## src/hw/rtl/record_quicksort_engine_core_macros.svh

```systemverilog
// Assertion helpers used by the top-level RTL file of the quicksort engine.
`ifndef RECORD_QUICKSORT_ENGINE_CORE_MACROS_SVH
`define RECORD_QUICKSORT_ENGINE_CORE_MACROS_SVH

// Same-cycle implication, checked outside reset.
`define RQS_ASSERT_IMP(lbl, clk, rstn, ante, cons, msg) \
  lbl: assert property (@(posedge clk) disable iff (!(rstn)) (ante) |-> (cons)) \
    else $error(msg);

// Next-cycle implication, checked outside reset.
`define RQS_ASSERT_NXT(lbl, clk, rstn, ante, cons, msg) \
  lbl: assert property (@(posedge clk) disable iff (!(rstn)) (ante) |=> (cons)) \
    else $error(msg);

`endif

```

## src/hw/rtl/rqs_pkg.sv

```systemverilog
package rqs_pkg;

  // Store geometry
  localparam int ENTRIES     = 64;
  localparam int KEY_BITS    = 64;
  localparam int IDX_W       = (ENTRIES > 1) ? $clog2(ENTRIES) : 1;
  localparam int CNT_W       = IDX_W + 1;
  localparam int STACK_DEPTH = 64;
  localparam int STK_IDX_W   = $clog2(STACK_DEPTH);
  localparam int SP_W        = STK_IDX_W + 1;

  // Stream field widths
  localparam int KEY_W  = 64;
  localparam int TAG_W  = 8;
  localparam int KIND_W = 2;
  localparam int S_DATA_W = 80;
  localparam int M_DATA_W = 72;

  typedef enum logic [KIND_W-1:0] {
    KIND_LOAD  = 2'd0,
    KIND_SORT  = 2'd1,
    KIND_CLEAR = 2'd2
  } kind_e;

  // Source of the record memory write data
  typedef enum logic [1:0] {
    WR_IN = 2'd0,
    WR_A  = 2'd1,
    WR_B  = 2'd2
  } wr_src_e;

  typedef struct packed {
    logic [KEY_BITS-1:0] key;
    logic [TAG_W-1:0]    tag;
  } rec_t;

  typedef struct packed {
    logic [IDX_W-1:0] lo;
    logic [IDX_W-1:0] hi;
  } range_t;

  // Controller to datapath
  typedef struct packed {
    logic [IDX_W-1:0]     rd_addr;
    logic                 wr_en;
    logic [IDX_W-1:0]     wr_addr;
    wr_src_e              wr_src;
    logic                 cap_a;
    logic                 cap_b;
    logic                 cap_pivot;
    logic                 out_load;
    logic                 out_last;
    logic [STK_IDX_W-1:0] stk_rd_addr;
    logic                 stk_wr_en;
    logic [STK_IDX_W-1:0] stk_wr_addr;
    range_t               stk_wr_data;
  } cmd_t;

  // Datapath to controller
  typedef struct packed {
    logic   less;
    logic   out_free;
    range_t stk_rd;
  } stat_t;

endpackage

```

## src/hw/rtl/rqs_ctrl.sv

```systemverilog
module rqs_ctrl import rqs_pkg::*; (
  input  logic              clk_i,
  input  logic              rst_ni,
  input  logic              in_valid_i,
  input  logic [KIND_W-1:0] in_kind_i,
  input  logic              in_desc_i,
  output logic              in_ready_o,
  input  stat_t             stat_i,
  output cmd_t              cmd_o
);

  localparam logic [4:0] ST_IDLE    = 5'd0;
  localparam logic [4:0] ST_POP     = 5'd1;
  localparam logic [4:0] ST_POP_W   = 5'd2;
  localparam logic [4:0] ST_PIV_RD  = 5'd3;
  localparam logic [4:0] ST_PIV_CAP = 5'd4;
  localparam logic [4:0] ST_SCAN_RD = 5'd5;
  localparam logic [4:0] ST_CMP     = 5'd6;
  localparam logic [4:0] ST_SW_CA   = 5'd7;
  localparam logic [4:0] ST_SW_WJ   = 5'd8;
  localparam logic [4:0] ST_FIN_RA  = 5'd9;
  localparam logic [4:0] ST_FIN_RB  = 5'd10;
  localparam logic [4:0] ST_FIN_CB  = 5'd11;
  localparam logic [4:0] ST_FIN_W1  = 5'd12;
  localparam logic [4:0] ST_FIN_W2  = 5'd13;
  localparam logic [4:0] ST_PUSH_R  = 5'd14;
  localparam logic [4:0] ST_PUSH_L  = 5'd15;
  localparam logic [4:0] ST_EM_RD   = 5'd16;
  localparam logic [4:0] ST_EM_LD   = 5'd17;

  logic [4:0]       state_q, state_d;
  logic [CNT_W-1:0] count_q, count_d;
  logic [SP_W-1:0]  sp_q, sp_d;
  logic             desc_q, desc_d;
  logic [IDX_W-1:0] lo_q, lo_d, hi_q, hi_d, p_q, p_d, j_q, j_d, k_q, k_d;

  logic [SP_W-1:0]  sp_dec;
  logic [CNT_W-1:0] count_dec;
  logic [IDX_W:0]   p_inc, lo_inc, k_inc;
  logic             stk_room;
  logic             em_last;

  assign sp_dec    = sp_q - SP_W'(1);
  assign count_dec = count_q - CNT_W'(1);
  assign p_inc     = {1'b0, p_q} + (IDX_W+1)'(1);
  assign lo_inc    = {1'b0, lo_q} + (IDX_W+1)'(1);
  assign k_inc     = {1'b0, k_q} + (IDX_W+1)'(1);
  assign stk_room  = sp_q < SP_W'(STACK_DEPTH);
  assign em_last   = CNT_W'(k_inc) == count_q;

  // Next-state and command logic
  always_comb begin
    state_d = state_q;
    count_d = count_q;
    sp_d    = sp_q;
    desc_d  = desc_q;
    lo_d    = lo_q;
    hi_d    = hi_q;
    p_d     = p_q;
    j_d     = j_q;
    k_d     = k_q;
    cmd_o   = '0;
    cmd_o.wr_src = WR_IN;
    in_ready_o = 1'b0;

    case (state_q)
      ST_IDLE: begin
        in_ready_o = 1'b1;
        if (in_valid_i) begin
          case (kind_e'(in_kind_i))
            KIND_LOAD: begin
              if (count_q < CNT_W'(ENTRIES)) begin
                cmd_o.wr_en   = 1'b1;
                cmd_o.wr_addr = count_q[IDX_W-1:0];
                cmd_o.wr_src  = WR_IN;
                count_d       = count_q + CNT_W'(1);
              end
            end
            KIND_CLEAR: begin
              count_d = '0;
            end
            KIND_SORT: begin
              desc_d = in_desc_i;
              k_d    = '0;
              if (count_q > CNT_W'(1)) begin
                // seed the stack with the whole store
                cmd_o.stk_wr_en      = 1'b1;
                cmd_o.stk_wr_addr    = '0;
                cmd_o.stk_wr_data.lo = '0;
                cmd_o.stk_wr_data.hi = count_dec[IDX_W-1:0];
                sp_d    = SP_W'(1);
                state_d = ST_POP;
              end else if (count_q == CNT_W'(1)) begin
                state_d = ST_EM_RD;
              end
            end
            default: ;
          endcase
        end
      end
      ST_POP: begin
        if (sp_q == '0) begin
          k_d     = '0;
          state_d = ST_EM_RD;
        end else begin
          cmd_o.stk_rd_addr = sp_dec[STK_IDX_W-1:0];
          sp_d    = sp_dec;
          state_d = ST_POP_W;
        end
      end
      ST_POP_W: begin
        lo_d    = stat_i.stk_rd.lo;
        hi_d    = stat_i.stk_rd.hi;
        state_d = ST_PIV_RD;
      end
      ST_PIV_RD: begin
        cmd_o.rd_addr = hi_q;
        p_d     = lo_q;
        j_d     = lo_q;
        state_d = ST_PIV_CAP;
      end
      ST_PIV_CAP: begin
        cmd_o.cap_pivot = 1'b1;
        state_d = ST_SCAN_RD;
      end
      ST_SCAN_RD: begin
        if (j_q == hi_q) begin
          state_d = ST_FIN_RA;
        end else begin
          cmd_o.rd_addr = j_q;
          state_d = ST_CMP;
        end
      end
      ST_CMP: begin
        // element j moves left when the order test holds
        if (stat_i.less ^ desc_q) begin
          cmd_o.cap_b   = 1'b1;
          cmd_o.rd_addr = p_q;
          state_d = ST_SW_CA;
        end else begin
          j_d     = j_q + IDX_W'(1);
          state_d = ST_SCAN_RD;
        end
      end
      ST_SW_CA: begin
        cmd_o.cap_a   = 1'b1;
        cmd_o.wr_en   = 1'b1;
        cmd_o.wr_addr = p_q;
        cmd_o.wr_src  = WR_B;
        state_d = ST_SW_WJ;
      end
      ST_SW_WJ: begin
        cmd_o.wr_en   = 1'b1;
        cmd_o.wr_addr = j_q;
        cmd_o.wr_src  = WR_A;
        p_d     = p_q + IDX_W'(1);
        j_d     = j_q + IDX_W'(1);
        state_d = ST_SCAN_RD;
      end
      ST_FIN_RA: begin
        cmd_o.rd_addr = p_q;
        state_d = ST_FIN_RB;
      end
      ST_FIN_RB: begin
        cmd_o.cap_a   = 1'b1;
        cmd_o.rd_addr = hi_q;
        state_d = ST_FIN_CB;
      end
      ST_FIN_CB: begin
        cmd_o.cap_b = 1'b1;
        state_d = ST_FIN_W1;
      end
      ST_FIN_W1: begin
        cmd_o.wr_en   = 1'b1;
        cmd_o.wr_addr = p_q;
        cmd_o.wr_src  = WR_B;
        state_d = ST_FIN_W2;
      end
      ST_FIN_W2: begin
        cmd_o.wr_en   = 1'b1;
        cmd_o.wr_addr = hi_q;
        cmd_o.wr_src  = WR_A;
        state_d = ST_PUSH_R;
      end
      ST_PUSH_R: begin
        // right part above the pivot
        if ((p_inc < {1'b0, hi_q}) && stk_room) begin
          cmd_o.stk_wr_en      = 1'b1;
          cmd_o.stk_wr_addr    = sp_q[STK_IDX_W-1:0];
          cmd_o.stk_wr_data.lo = p_inc[IDX_W-1:0];
          cmd_o.stk_wr_data.hi = hi_q;
          sp_d = sp_q + SP_W'(1);
        end
        state_d = ST_PUSH_L;
      end
      ST_PUSH_L: begin
        // left part below the pivot, popped first
        if ((lo_inc < {1'b0, p_q}) && stk_room) begin
          cmd_o.stk_wr_en      = 1'b1;
          cmd_o.stk_wr_addr    = sp_q[STK_IDX_W-1:0];
          cmd_o.stk_wr_data.lo = lo_q;
          cmd_o.stk_wr_data.hi = p_q - IDX_W'(1);
          sp_d = sp_q + SP_W'(1);
        end
        state_d = ST_POP;
      end
      ST_EM_RD: begin
        cmd_o.rd_addr = k_q;
        state_d = ST_EM_LD;
      end
      ST_EM_LD: begin
        cmd_o.rd_addr = k_q;
        if (stat_i.out_free) begin
          cmd_o.out_load = 1'b1;
          cmd_o.out_last = em_last;
          if (em_last) begin
            state_d = ST_IDLE;
          end else begin
            k_d     = k_inc[IDX_W-1:0];
            state_d = ST_EM_RD;
          end
        end
      end
      default: begin
        state_d = ST_IDLE;
      end
    endcase
  end

  // Control registers
  always_ff @(posedge clk_i or negedge rst_ni) begin
    if (!rst_ni) begin
      state_q <= ST_IDLE;
      count_q <= '0;
      sp_q    <= '0;
      desc_q  <= 1'b0;
      lo_q    <= '0;
      hi_q    <= '0;
      p_q     <= '0;
      j_q     <= '0;
      k_q     <= '0;
    end else begin
      state_q <= state_d;
      count_q <= count_d;
      sp_q    <= sp_d;
      desc_q  <= desc_d;
      lo_q    <= lo_d;
      hi_q    <= hi_d;
      p_q     <= p_d;
      j_q     <= j_d;
      k_q     <= k_d;
    end
  end

endmodule

```

## config.mk

```make
export PLATFORM = sky130hd
export DESIGN_NAME = rqs_ctrl
export DESIGN_NICKNAME = d
export VERILOG_FILES = /design/src/hw/rtl/record_quicksort_engine_core_macros.svh /design/src/hw/rtl/rqs_pkg.sv /design/src/hw/rtl/rqs_ctrl.sv
export SDC_FILE = /design/constraint.sdc
export NUM_CORES = 1
export LEC_CHECK = 0
export ABC_AREA = 0
export ABC_CLOCK_PERIOD_IN_PS = 6000
export BUFFER_PORTS_ARGS = -buffer_cell sky130_fd_sc_hd__buf_4
export CORE_MARGIN = 2
export CORE_UTILIZATION = 30
export DETAILED_ROUTE_END_ITERATION = 6
export GPL_TIMING_DRIVEN = 0
export PLACE_DENSITY_LB_ADDON = 0.05
export SLEW_MARGIN = 20
export SYNTH_ARGS = -nofsm -noshare
export SYNTH_HDL_FRONTEND = slang
export SYNTH_SLANG_ARGS = --single-unit
```

## constraint.sdc

```tcl
create_clock -name clk_i -period 6 [get_ports clk_i]
set_input_delay 1.2 -clock clk_i [delete_from_list [all_inputs] [get_ports clk_i]]
set_output_delay 1.2 -clock clk_i [all_outputs]
set_load 0.03 [all_outputs]
```

Word level (Yosys, flattened, before mapping)
Cells that the tools add are included.
- bits in registers: 50
- latch bits: 0
- bits in writable memories: 0
- ROM bits: 0
- input port bits: 20
- output and inout bits: 46
- word-level logic and storage cells: 130
- memories: 0
- add/subtract/negate cells: 10
- multiply operators: 0
- divide/modulo/power cells: 0
- $lt $le $gt $ge: 5
- equality and inequality tests: 34
- shifts and indexed selects: 0
- muxes and demuxes: 50
- bitwise logic cells: 1
- reduce and logical (&&, ||, !) cells: 21
- operators by type and width (cell ; count):
    $mux W19 ; 5
    $pmux W5 S17 ; 1
    $mux W6 ; 10
    $pmux W19 S3 ; 1
    $mux W7 ; 7
    $eq A5 B4 Y1 const B ; 8
    $pmux W6 S3 ; 2
    $pmux W9 S4 ; 1
    $mux W5 ; 7
    $pmux W6 S5 ; 1
    $pmux W7 S4 ; 1
    $mux W9 ; 3
    $add A6 B1 Y7 const B ; 3
    $eq A5 B3 Y1 const B ; 4
    $ne A2 B2 Y1 const B ; 10
    $add A7 B1 Y7 const B ; 2
    $lt A7 B6 Y1 ; 2
    $lt A7 B7 Y1 const B ; 2
    $pmux W7 S2 ; 1
    $add A6 B1 Y6 const B ; 2
    $pmux W6 S2 ; 1
    $sub A6 B1 Y6 const B ; 2
    $eq A5 B2 Y1 const B ; 2
    $eq A5 B5 Y1 const B ; 2
    other kinds (28) ; 41

Logic depth before layout (Yosys ltp)
- depth after elaboration: 6
- gate-level depth with buffers: 13
- depth with buffers taken out: 11

Worst setup path after synthesis
OpenSTA, ideal clock, no wires.
- path type: flip-flop to output port
- start point: register p_q[1]
- end point: output port cmd_o[11] (netlist bit)
- arrival time: 3.030 ns
- data required time: 4.800 ns
- path slack: 1.770 ns
- cell stages (with the launch flop): 12
- buffers on the path: 1
- path through: dfrtp_1 > ha_1 > nand3_1 > xnor2_1 > ha_1 > a21o_1 > a211oi_1 > nand3_1 > nor3_1 > clkbuf_1 > inv_1 > o21ai_0
- RTL lines (what ; RTL line ; text):
    from (decl) ; rqs_ctrl.sv:35 ; logic [IDX_W-1:0] lo_q, lo_d, hi_q, hi_d, p_q, p_d, j_q, j_d, k_q, k_d;
    from (signal assigned) ; rqs_ctrl.sv:249 ; p_q <= p_d;
    to (decl) ; rqs_ctrl.sv:9 ; output cmd_t cmd_o

==> results by group <==
Yosys
  – Post-synth EDFFs: 0
  – Top cells by area, synth: dfrtp_1, ha_1, nand2_1
  – Post-synthesis sequential area ratio: a little under 30%
  – Synth Instances: approximately 550
  – Post-synthesis cell type count: 69
  – Xor/xnor share of the synthesized area: around 7.5%
  – Yosys top cell area share: 28.83%
  – Largest family of logic cells by synthesized area: simple AND/OR/NAND/NOR gates
  – Ys Warns: 0
  – Most used DFF post-synth: dfrtp_1
  – Post-synthesis cell area: 4340 um^2
  – Mux cell area share after synthesis: approximately 4.4%
  – Syn Area/Cell: between 7 and 8 um^2
  – Syn nets: 586
  – Area share of fa/ha/maj cells after synthesis: 5.765%
  – Simple-Gate Fraction of Synth Area: 24.04%
  – Compound-Gate Fraction of Synth Area: 23.15%
  – Synth area leader: dfrtp_1
  – #FFs+latches synth: 50
  – Post-synth ARST share: between 90% and 100%

Finish
  – Share of layout cells above drive strength 1: 18.26%
  – Final nets: 658
  – P&R area growth vs syn: 20.24%
  – Most frequent cells in the layout: buf_4, nand2_1, dfrtp_1
  – Most common cell after layout, fill and taps aside: buf_4
  – Diode count: 0

Timing
  – Final setup violation count: 0
  – Fmax: approximately 0.2 GHz
  – Min Tclk post-route: 5038 ps
  – Final hold vios: 0
  – TNS Setup: 0 ps
  – Clock skew: around 13 ps
  – Slew @ Worst Pin: about 1000 ps
  – Slew Viols, Final: 0
  – Setup slack after layout: around 960 ps
  – RSZ-0062 raised after global routing: no
  – Final worst path period share: approximately 84%
  – Slew Limit Headroom: between 30% and 40%

CTS
  – CTS buffer count: 5
  – Clk root buf: clkbuf_16
  – Clk buf depth: 2
  – Clk Latency, worst-skew pair: 320 ps
  – H-tree levels: 2
  – CTS tree: yes
  – PostCTS Resize Cnt: 0
  – Clk pin slew, worst setup/hold paths: 80 ps
  – Clock net sink count: 50
  – Hold Buf Count CTS: 0
  – Setup bufs post-CTS: 0

Placed design
  – HPWL after DPL: 11440 um
  – Port bufs: between 60 and 70
  – Gpl congestion: approximately 0.87
  – Pre-CTS setup slack: 1355 ps

Route
  – Iteration count of the initial detailed-routing pass: 7
  – Vias: between 4000 and 5000
  – WL/cell: about 19 um
  – Total wire length after detailed routing: 15320 um
  – Antenna-violating nets left: 0
  – Starting DRT DRC Count: approximately 440
  – DRC: 0
  – Avg Vias per Cell: between 5 and 6

Power and ir drop
  – Total power: between 2 and 3 mW
  – VDD IR max: ~0.23 mV
  – P per Cell Area: between 500 and 600 nW/um^2
  – LEAKAGE: 2.306 nW

Floorplanning
  – Initial Util: 31.03%
  – Standard-cell row count: 43
  – Die X: around 120 um
  – Die area: about 15000 um^2
  – Core area: 13990 um^2
  – I/O Pins: 66
  – Die height: between 100 and 150 um

Global route
  – GRT Residual Overflow: 0
  – Largest net degree at the start of global routing: 51
  – Antenna violations before repair: 0
  – Vias in the first global route: about 4200
  – Total GRT Usage: 19.88%
  – Global-route wire length before repair: 24410 um

Worst setup path
  – Cell family with most CP delay: buffers and inverters
  – Crit. End Element: output port
  – Worst Setup Path Type: flop to output port
  – R2R cell count: 11
  – Worst Path Buf+Inv: 3
  – Crit-path slowest cell: dfrtp_1
  – Critical Path Stages: 12
  – Worst EP arrival: around 3800 ps
  – Max incr delay on CP: ~550 ps
  – CP Launch Type: flop
  – Worst path required time: approximately 4800 ps
  – Crit path cell chain: ha_1 -> nand3_1 -> xnor2_1 -> ha_1 -> a21o_1 -> a211oi_1 -> nand3_1 -> nor3_1 -> clkbuf_1 -> inv_1 -> o21ai_0 -> buf_4
  – CP max FO: 10

Worst hold path
  – Worst hold path type: flop to flop
  – Hold depth: 1

Run status
  – Status: completed

Run
  – Max-cap violations: 0
## metal layers
metal / track usage (%) / wire length, um
met1: 28.20 / 7182
met2: 31.08 / 7071
met3: 4.210 / 895
met4: 4.428 / 168
met5: 0 / 0
## power by group
part,internal (mW),leakage [nW],switching (mW)
sequential,0.477,0.621,0.216
clock,0.161,0.0763,0.158
combinational,0.679,1.61,1.08
## cells by family (layout without fill, tap and decap cells)
group,after synthesis,count (layout)
mux,17,17
buf+inv,68,141
fa+ha+maj,20,20
flops,50,50
xor+xnor,37,37
compound gates,143,143
simple gates,211,211
## worst paths after layout
path                        start       end  slack [ps]
max                        p_q[1]  cmd_o[7]         960
max in group asynchronous  rst_ni    j_q[3]        4590
min                        desc_q    desc_q         550
max reg2reg                p_q[1]   sp_q[4]        2870
min in group asynchronous  rst_ni    k_q[4]         940
min reg2reg                desc_q    desc_q         550
## sequential cells by signal, indices dropped and copies added (netlist names), 5 cells and up
register	count
sp_q	7
k_q	6
count_q	7
p_q	6
state_q	5
j_q	6
hi_q	6
lo_q	6
## cell type report
class	count	area, um^2
Clock buffer	5	125.1
Timing Repair Buffer	65	488.0
Multi-Input combinational cell	428	2823
Clock inverter	3	28.78
Tap cell	180	225.2
Inverter	26	97.59
Fill cell	1515	8770
Buffer	42	180.2
Sequential cell	50	1251
## stage by stage
step	instance area (um^2)	instances	hold WS [ps]	util [%]
2_1_floorplan	4340	546	496.2	-
3_3_place_gp	5054	791	517.5	36.13
3_5_place_dp	5060	791	531.0	36.17
4_1_cts	5214	799	558.2	37.27
5_1_grt	5219	799	608.8	37.31
6_report	5219	799	551.8	37.31
## cells in the mapped netlist (3+ instances only)
cell type,number
nand2_1,64
dfrtp_1,50
nor2_1,43
nand3_1,30
o21ai_0,29
clkbuf_1,28
inv_1,26
a21oi_1,22
ha_1,20
xnor2_1,20
xor2_1,17
nor3_1,16
mux2_2,15
a31oi_1,13
a222oi_1,12
and3_1,12
nor2b_1,12
buf_2,9
o31ai_1,8
a22oi_1,7
a22o_1,5
o22a_1,5
nand2b_1,4
nand3b_1,4
or3_1,4
a211oi_1,3
and2_1,3
buf_1,3
nand4_1,3
o2111ai_1,3
o211ai_1,3
o21ai_1,3
o22ai_1,3
(Power assumes the default switching activity.)
